--- src/rtl/core/sai_pkg.sv ---
// ----------------------------------------------------------------------------
// sai_pkg
// Shared types and codes for the safety arm interlock.
// ----------------------------------------------------------------------------
`default_nettype none

package sai_pkg;

    localparam logic [1:0] ST_BOOT     = 2'd0;
    localparam logic [1:0] ST_DISARMED = 2'd1;
    localparam logic [1:0] ST_ACTIVE   = 2'd2;
    localparam logic [1:0] ST_STOPPED  = 2'd3;

    localparam int RB_NOT_READY = 0;
    localparam int RB_OFFLINE   = 1;
    localparam int RB_ESTOP     = 2;
    localparam int RB_TASK      = 3;
    localparam int RB_DEVICE    = 4;
    localparam int RB_DISARMED  = 5;
    localparam int RB_REARM     = 6;
    localparam int RB_INVALID   = 7;

    localparam logic [7:0] REASONS_RESET   = 8'(1 << RB_NOT_READY);
    localparam logic [7:0] REASONS_INVALID = 8'(1 << RB_INVALID);

    typedef struct packed {
        logic sample_valid;
        logic init_done;
        logic link_online;
        logic estop;
        logic tasks_healthy;
        logic devices_healthy;
        logic enable_request;
        logic safe_position;
        logic arm_event;
    } sample_t;

    typedef struct packed {
        logic        changed;
        logic [1:0]  safety_state;
        logic [7:0]  reason_bits;
        logic        output_allowed;
        logic [31:0] transitions;
    } result_t;

    typedef struct packed {
        logic [1:0] state;
        logic [7:0] reasons;
        logic       permitted;
        logic       safe_seen;
    } ilk_state_t;

    typedef struct packed {
        ilk_state_t nxt;
        logic       changed;
    } decision_t;

endpackage

`default_nettype wire

--- src/rtl/core/sai_ifs.sv ---
// ----------------------------------------------------------------------------
// sai_ifs
// Valid/ready channels for samples, results and the config register.
// ----------------------------------------------------------------------------
`default_nettype none

interface sai_sample_if import sai_pkg::*; ();
    logic    valid;
    logic    ready;
    sample_t data;
    modport source (output valid, output data, input ready);
    modport sink   (input valid, input data, output ready);
endinterface

interface sai_result_if import sai_pkg::*; ();
    logic    valid;
    logic    ready;
    result_t data;
    modport source (output valid, output data, input ready);
    modport sink   (input valid, input data, output ready);
endinterface

interface sai_cfg_if;
    logic valid;
    logic ready;
    logic data;
    modport source (output valid, output data, input ready);
    modport sink   (input valid, input data, output ready);
endinterface

`default_nettype wire

--- src/rtl/core/sai_decide.sv ---
// ----------------------------------------------------------------------------
// sai_decide
// Fault mask, rearm qualification and next-state decision for one sample.
// ----------------------------------------------------------------------------
`default_nettype none

module sai_decide
    import sai_pkg::*;
(
    input  var sample_t    sample,
    input  var logic       require_rearm,
    input  var ilk_state_t cur,
    output decision_t      dec
);

    logic [7:0] faults;
    logic       faulty;
    logic       safe_upd;
    ilk_state_t nxt;

    always_comb
    begin
        faults                = '0;
        faults[RB_NOT_READY]  = !sample.init_done;
        faults[RB_OFFLINE]    = !sample.link_online;
        faults[RB_ESTOP]      = sample.estop;
        faults[RB_TASK]       = !sample.tasks_healthy;
        faults[RB_DEVICE]     = !sample.devices_healthy;
        faulty                = (faults != 8'd0);

        if (!require_rearm || faulty)
        begin
            safe_upd = 1'b0;
        end
        else if (!sample.enable_request)
        begin
            safe_upd = sample.safe_position;
        end
        else if (!sample.safe_position)
        begin
            safe_upd = 1'b0;
        end
        else
        begin
            safe_upd = cur.safe_seen;
        end

        nxt.reasons   = faults;
        nxt.safe_seen = safe_upd;

        if (!sample.sample_valid)
        begin
            nxt.state     = ST_STOPPED;
            nxt.reasons   = REASONS_INVALID;
            nxt.safe_seen = 1'b0;
        end
        else if (!faulty && sample.enable_request && (cur.permitted || !require_rearm))
        begin
            nxt.state = ST_ACTIVE;
        end
        else if (!faulty && safe_upd && sample.safe_position && sample.enable_request
                 && sample.arm_event)
        begin
            nxt.state     = ST_ACTIVE;
            nxt.safe_seen = 1'b0;
        end
        else if (faults[RB_NOT_READY])
        begin
            nxt.state = ST_DISARMED;
        end
        else if (!faulty)
        begin
            nxt.state                 = ST_DISARMED;
            nxt.reasons[RB_DISARMED]  = 1'b1;
            nxt.reasons[RB_REARM]     = sample.enable_request;
        end
        else
        begin
            nxt.state = ST_STOPPED;
        end

        nxt.permitted = (nxt.state == ST_ACTIVE);

        dec.nxt     = nxt;
        dec.changed = (nxt.state != cur.state) || (nxt.reasons != cur.reasons)
                      || (nxt.permitted != cur.permitted);
    end

endmodule

`default_nettype wire

--- src/rtl/core/safety_arm_interlock.sv ---
// ----------------------------------------------------------------------------
// safety_arm_interlock
// Arming interlock: per-sample fault mask and boot/disarmed/active/stopped
// state with optional explicit rearm.
// ----------------------------------------------------------------------------
// Usage:
//   sample_ch  - one request per control sample (health flags, operator
//                controls). Accepted on valid && ready.
//   result_ch  - exactly one result per sample, in order: changed flag,
//                state, reason mask, output permission, transition count.
//   cfg_ch     - writes require_rearm; write only while no sample is in
//                flight. Always ready.
//   A sample passes through the input register, then the result register.
//   Throughput is one sample per cycle while result_ch does not stall,
//   set by the single state-update pass between the two registers.
//   When result_ch stalls, the result register holds and the input register
//   fills; sample_ch.ready drops only when both are occupied.
//   Reset: state boot, reasons not-ready, permission and rearm qualification
//   cleared, count zero, require_rearm = 1, both pipeline stages empty.
// ----------------------------------------------------------------------------
`default_nettype none

module safety_arm_interlock
    import sai_pkg::*;
(
    input  wire          clk,
    input  wire          rst_n,
    sai_sample_if.sink   sample_ch,
    sai_result_if.source result_ch,
    sai_cfg_if.sink      cfg_ch
);

    logic       rearm_reg;
    logic       s1_valid_reg;
    sample_t    s1_data_reg;
    logic       out_valid_reg;
    result_t    out_data_reg;
    ilk_state_t state_reg;
    logic [31:0] count_reg;
    logic [31:0] count_next;
    decision_t  dec;
    logic       out_free;
    logic       advance;

    assign cfg_ch.ready    = 1'b1;
    assign out_free        = !out_valid_reg || result_ch.ready;
    assign advance         = s1_valid_reg && out_free;
    assign sample_ch.ready = !s1_valid_reg || out_free;
    assign result_ch.valid = out_valid_reg;
    assign result_ch.data  = out_data_reg;

    sai_decide u_decide (
        .sample        (s1_data_reg),
        .require_rearm (rearm_reg),
        .cur           (state_reg),
        .dec           (dec)
    );

    assign count_next = count_reg + {31'd0, dec.changed};

    always_ff @(posedge clk or negedge rst_n)
    begin
        if (!rst_n)
        begin
            rearm_reg <= 1'b1;
        end
        else if (cfg_ch.valid)
        begin
            rearm_reg <= cfg_ch.data;
        end
    end

    always_ff @(posedge clk or negedge rst_n)
    begin
        if (!rst_n)
        begin
            s1_valid_reg <= 1'b0;
        end
        else if (sample_ch.valid && sample_ch.ready)
        begin
            s1_valid_reg <= 1'b1;
        end
        else if (advance)
        begin
            s1_valid_reg <= 1'b0;
        end
    end

    always_ff @(posedge clk)
    begin
        if (sample_ch.valid && sample_ch.ready)
        begin
            s1_data_reg <= sample_ch.data;
        end
    end

    always_ff @(posedge clk or negedge rst_n)
    begin
        if (!rst_n)
        begin
            state_reg.state     <= ST_BOOT;
            state_reg.reasons   <= REASONS_RESET;
            state_reg.permitted <= 1'b0;
            state_reg.safe_seen <= 1'b0;
            count_reg           <= '0;
            out_valid_reg       <= 1'b0;
        end
        else if (advance)
        begin
            state_reg     <= dec.nxt;
            count_reg     <= count_next;
            out_valid_reg <= 1'b1;
        end
        else if (result_ch.ready)
        begin
            out_valid_reg <= 1'b0;
        end
    end

    always_ff @(posedge clk)
    begin
        if (advance)
        begin
            out_data_reg.changed        <= dec.changed;
            out_data_reg.safety_state   <= dec.nxt.state;
            out_data_reg.reason_bits    <= dec.nxt.reasons;
            out_data_reg.output_allowed <= dec.nxt.permitted;
            out_data_reg.transitions    <= count_next;
        end
    end

`ifndef NO_ASSERTIONS
    a_allowed_iff_active: assert property (@(posedge clk) disable iff (!rst_n)
        state_reg.permitted == (state_reg.state == ST_ACTIVE))
        else $error("permission out of step with active state");

    a_boot_not_reentered: assert property (@(posedge clk) disable iff (!rst_n)
        (state_reg.state != ST_BOOT) |=> (state_reg.state != ST_BOOT))
        else $error("boot state re-entered");

    a_invalid_forces_stop: assert property (@(posedge clk) disable iff (!rst_n)
        (advance && !s1_data_reg.sample_valid) |=>
        (state_reg.state == ST_STOPPED && state_reg.reasons == REASONS_INVALID
         && !state_reg.safe_seen))
        else $error("invalid sample did not force stop");

    a_count_tracks_changes: assert property (@(posedge clk) disable iff (!rst_n)
        advance |=> (count_reg == $past(count_reg) + {31'd0, $past(dec.changed)}))
        else $error("transition count mismatch");

    a_result_matches_state: assert property (@(posedge clk) disable iff (!rst_n)
        advance |=> (out_data_reg.safety_state == state_reg.state
                     && out_data_reg.transitions == count_reg))
        else $error("result register out of step with state");
`endif

endmodule

`default_nettype wire

--- src/flat_wrapper.sv ---
// flat-port wrapper written by rule: the top's interface ports become plain ports
module safety_arm_interlock_flat import sai_pkg::*;
  (clk, rst_n, sample_ch_valid, sample_ch_data, sample_ch_ready, result_ch_valid, result_ch_data, result_ch_ready, cfg_ch_valid, cfg_ch_data, cfg_ch_ready);
  sai_sample_if sample_ch_i ();
  sai_result_if result_ch_i ();
  sai_cfg_if cfg_ch_i ();
  input  wire clk;
  input  wire rst_n;
  input wire logic [$bits(sample_ch_i.valid)-1:0] sample_ch_valid;
  input wire logic [$bits(sample_ch_i.data)-1:0] sample_ch_data;
  output wire logic [$bits(sample_ch_i.ready)-1:0] sample_ch_ready;
  output wire logic [$bits(result_ch_i.valid)-1:0] result_ch_valid;
  output wire logic [$bits(result_ch_i.data)-1:0] result_ch_data;
  input wire logic [$bits(result_ch_i.ready)-1:0] result_ch_ready;
  input wire logic [$bits(cfg_ch_i.valid)-1:0] cfg_ch_valid;
  input wire logic [$bits(cfg_ch_i.data)-1:0] cfg_ch_data;
  output wire logic [$bits(cfg_ch_i.ready)-1:0] cfg_ch_ready;
  assign sample_ch_i.valid = sample_ch_valid;
  assign sample_ch_i.data = sample_ch_data;
  assign sample_ch_ready = sample_ch_i.ready;
  assign result_ch_valid = result_ch_i.valid;
  assign result_ch_data = result_ch_i.data;
  assign result_ch_i.ready = result_ch_ready;
  assign cfg_ch_i.valid = cfg_ch_valid;
  assign cfg_ch_i.data = cfg_ch_data;
  assign cfg_ch_ready = cfg_ch_i.ready;
  safety_arm_interlock u_core (.clk(clk), .rst_n(rst_n), .sample_ch(sample_ch_i), .result_ch(result_ch_i), .cfg_ch(cfg_ch_i));
endmodule
--- config.mk ---
export PLATFORM = sky130hd
export DESIGN_NAME = safety_arm_interlock_flat
export DESIGN_NICKNAME = d
export VERILOG_FILES = /design/src/rtl/core/sai_pkg.sv /design/src/rtl/core/sai_ifs.sv /design/src/rtl/core/sai_decide.sv /design/src/rtl/core/safety_arm_interlock.sv /design/src/flat_wrapper.sv
export SDC_FILE = /design/constraint.sdc
export NUM_CORES = 1
export LEC_CHECK = 0
export BUFFER_PORTS_ARGS = -buffer_cell sky130_fd_sc_hd__buf_2
export CAP_MARGIN = 20
export CORE_MARGIN = 2
export CORE_UTILIZATION = 55
export CTS_CLUSTER_DIAMETER = 120
export CTS_CLUSTER_SIZE = 10
export DETAILED_ROUTE_END_ITERATION = 8
export MAX_ROUTING_LAYER = met4
export PLACE_DENSITY = 0.85
export SETUP_SLACK_MARGIN = 0.15
export SYNTH_ARGS = -nofsm -noshare
export SYNTH_HDL_FRONTEND = slang
export SYNTH_SLANG_ARGS = --single-unit
--- constraint.sdc ---
create_clock -name clk -period 3.4 [get_ports clk]
set_input_delay 0.68 -clock clk [delete_from_list [all_inputs] [get_ports clk]]
set_output_delay 0.68 -clock clk [all_outputs]
set_load 0.05 [all_outputs]
==> flow_metrics.tcl <==
set metrics [dict create \
    design_area_um2 5040 \
    whs_ns 0.131 \
    p_leak_nw 2.11 \
    max_freq_mhz 323 \
    dieHeight_um 93.2 \
    dp_slack_ns 0.164 \
    cp-end-kind "register" \
    clk_pin_slew_worst_paths_ns 0.10 \
    fin_crit_sh 0.910 \
    n_fill_cell 567 \
    diodes 0 \
    hold_viol_final 0 \
    ys_warn_count 0 \
    ys_seq_elements 100 \
    final_critical_path_setup_slack_ns 0.307 \
    die_area_um2 8680 \
    first_pass_iters 5 \
    htreeDepth 3 \
    worstMarginPinSlew_ns 0.866 \
    switching_share 0.293 \
    cts_sinks 100 \
    drtIter0Drc 142 \
    vias 2895 \
    cts_root_buffer "clkbuf_8" \
    cp_data_required_time_ns 3.52 \
    slew_viol_final 0 \
    critical_path_peak_fanout 6 \
    vdd_drop_max_mv 0.289 \
    syn_area_um2 4370 \
    status "complete, no violations" \
    post-dp-hpwl_um 5570 \
    power_mw 2.75 \
    crit_path_start_kind "register" \
    async_reset_ff_frac 0.470 \
    ios 62 \
    first_global_vias 2819 \
    final-setup-viol-count 0 \
    die_x_um 93.2 \
    grt_usage 0.205 \
    grt_pass1_wl_um 13300 \
    antenna_found_initial 0 \
    fin_worst_skew_ns 0.00837 \
    drive_gt1_frac 0.235 \
    wl_per_cell_um 15.0 \
    core-area_um2 7730 \
    start_util 0.566 \
    hp-class "primary input to async pin" \
    place_inst 514 \
    p_switching_mw 0.806 \
    insertion_delay_ns 0.36 \
    largest_register_ffs 44 \
    synth-edff-count 53 \
    io_buffers 60 \
    intPower_mw 1.94 \
    crit_type "register to register" \
    slew_headroom 0.417 \
    ys.flop_type "edfxtp_1" \
    synth-seq-area-share 0.633 \
    power_per_cell_area_nw_per_um2 545 \
    syn2layout_area_growth_pct 15.3 \
    drc 0 \
    p_comb_frac 0.155 \
    ys_types 47 \
    detail-route-antenna-nets 0 \
    finalCriticalPeriod_ns 3.09 \
    cts_max_path_buffers 2 \
    rsz0062_at_grt "yes" \
    final_util 0.653 \
    grt_max_degree 48 \
    tns_ns 0 \
    cts_tree "built" \
    worstPathArrival_ns 3.21 \
    syn-num-nets 377 \
    pwr-share-seq 0.536 \
    maxCapViolCount 0 \
    p_clk_frac 0.309 \
    avgSynthCellArea_um2 12.1 \
    drt_wl_total_um 7990 \
    num-nets-final 441 \
    dpl_cell_area_um2 4770 \
    viasPerCell 5.45 \
    rows 32 \
    cts_buffers 9 \
    synthCells 360 \
    place.gp.congestion 0.938 \
    grt_overflow 0 \
    stdcell_count 531 \
]
==> Yosys cell counts (2+ instances only) <==
| library cell | n | area, um^2 |
|---|---|---|
| nor2_1 | 33 | 124 |
| and2_1 | 3 | 18.8 |
| nand2_1 | 45 | 169 |
| nand2b_1 | 4 | 25.0 |
| buf_1 | 3 | 11.3 |
| nor3_1 | 4 | 20.0 |
| o2111ai_1 | 2 | 17.5 |
| nand3_1 | 25 | 125 |
| nand4_1 | 8 | 50.1 |
| xnor2_1 | 43 | 377 |
| or2_2 | 2 | 12.5 |
| nor2b_1 | 3 | 18.8 |
| xor2_1 | 21 | 184 |
| nor4_1 | 2 | 12.5 |
| nor4b_1 | 2 | 17.5 |
| clkbuf_1 | 3 | 11.3 |
| inv_1 | 7 | 26.3 |
| and4_1 | 4 | 35.0 |
| edfxtp_1 | 53 | 1590 |
| ha_1 | 2 | 25.0 |
| and3_1 | 7 | 43.8 |
| buf_2 | 2 | 10.0 |
| buf_4 | 3 | 22.5 |
| dfrtp_1 | 45 | 1130 |
| dfstp_2 | 2 | 52.6 |
| mux2_2 | 4 | 45.0 |
| a21oi_1 | 3 | 15.0 |
| o21ai_0 | 6 | 30.0 |
==> power by group through the flow <==
stage               Clock [mW]  Combinational [mW]  Sequential, mW
finish                   0.848               0.427            1.47
global route             0.905               0.456            1.49
CTS                      0.858               0.427            1.47
detailed placement           0               0.426            1.50
global placement             0               0.415            1.50
floorplan                    0               0.153            1.66
==> final timing paths <==
check | startpoint | endpoint | slack [ns] | depth (start not counted)
hold reg to reg | u_core.state_reg[2] | u_core.state_reg[2] | 0.49 | 2
setup reg to reg | u_core.s1_data_reg[5] | u_core.result_ch.data[25] | 0.31 | 12
max in group asynchronous | rst_n | u_core.state_reg[2] | 2.75 | 2
hold / removal | rst_n | u_core.state_reg[3] | 0.13 | 1
setup / recovery | u_core.s1_data_reg[5] | u_core.result_ch.data[25] | 0.31 | 12
min in group clk | sample_ch_data[3] | u_core.s1_data_reg[3] | 0.48 | 1
==> cells by family (layout without fill, tap and decap cells) <==
logic type,after synthesis,count (layout),synth area share
adder cells (fa/ha/maj),2,2,0.00572
multiplexers,4,4,0.0103
buffers and inverters,20,89,0.0206
AND/OR/NAND/NOR,151,151,0.174
AO/OA/AOI/OAI,18,18,0.0266
XOR/XNOR,64,64,0.128
flip-flops,100,100,0.633
other,1,1,0.000858
==> cells in the final DEF, fill, tap and decap left out, types with 2 or more instances in the layout <==
cell        n
a21oi_1     3
and2_1      3
and3_1      7
and4_1      4
buf_2      60
buf_4       4
bufinv_16   2
clkbuf_8    9
dfrtp_1    45
dfstp_2     2
edfxtp_1   53
ha_1        2
inv_1       7
inv_6       2
mux2_2      4
nand2_1    45
nand2b_1    4
nand3_1    25
nand4_1     8
nor2_1     31
nor2_2      2
nor2b_1     3
nor3_1      3
nor3_2      2
nor4_2      2
nor4b_1     2
o2111ai_1   2
o21ai_0     6
xnor2_1    43
xor2_1     21
==> worst max-delay path, stage by stage (launching register included) <==
cell       delay (ns)
edfxtp_1         0.42
nand4b_1         0.26
or2_2            0.37
nor2_2           0.18
xnor2_1          0.09
o2111ai_1        0.14
ha_1             0.23
nand3_1          0.16
or2_4            0.34
nor4_2           0.28
buf_4            0.18
nand2_1          0.06
xnor2_1          0.13
==> final cells by class <==
class	count	area [um^2]	share of cell area
clock buffers	9	124	0.0246
clock inverters	7	105	0.0208
inverters	8	30.0	0.00596
multi-input cells	240	1540	0.304
flip-flops and latches	100	2770	0.549
well taps	102	128	0.0253
repair buffers	65	350	0.0695
==> repair_timing <==
| action | 4_1_cts | 5_1_grt |
|---|---|---|
| hold buffers | 0 | 0 |
| setup buffers | 0 | 0 |
| resized for setup | 0 | 6 |
| endpoints found under the setup margin | 0 | 16 |
| hold endpoints to repair | 0 | 0 |
==> per-layer routing <==
layer,up-vias,part of all wire,global-route usage
met5,-,0,-
met2,114,0.48,0.310
li1,1371,-,-
met1,1384,0.43,0.264
met3,26,0.055,0.0395
met4,0,0.035,0.112
Note: power is estimated with default switching activity, not from simulation.
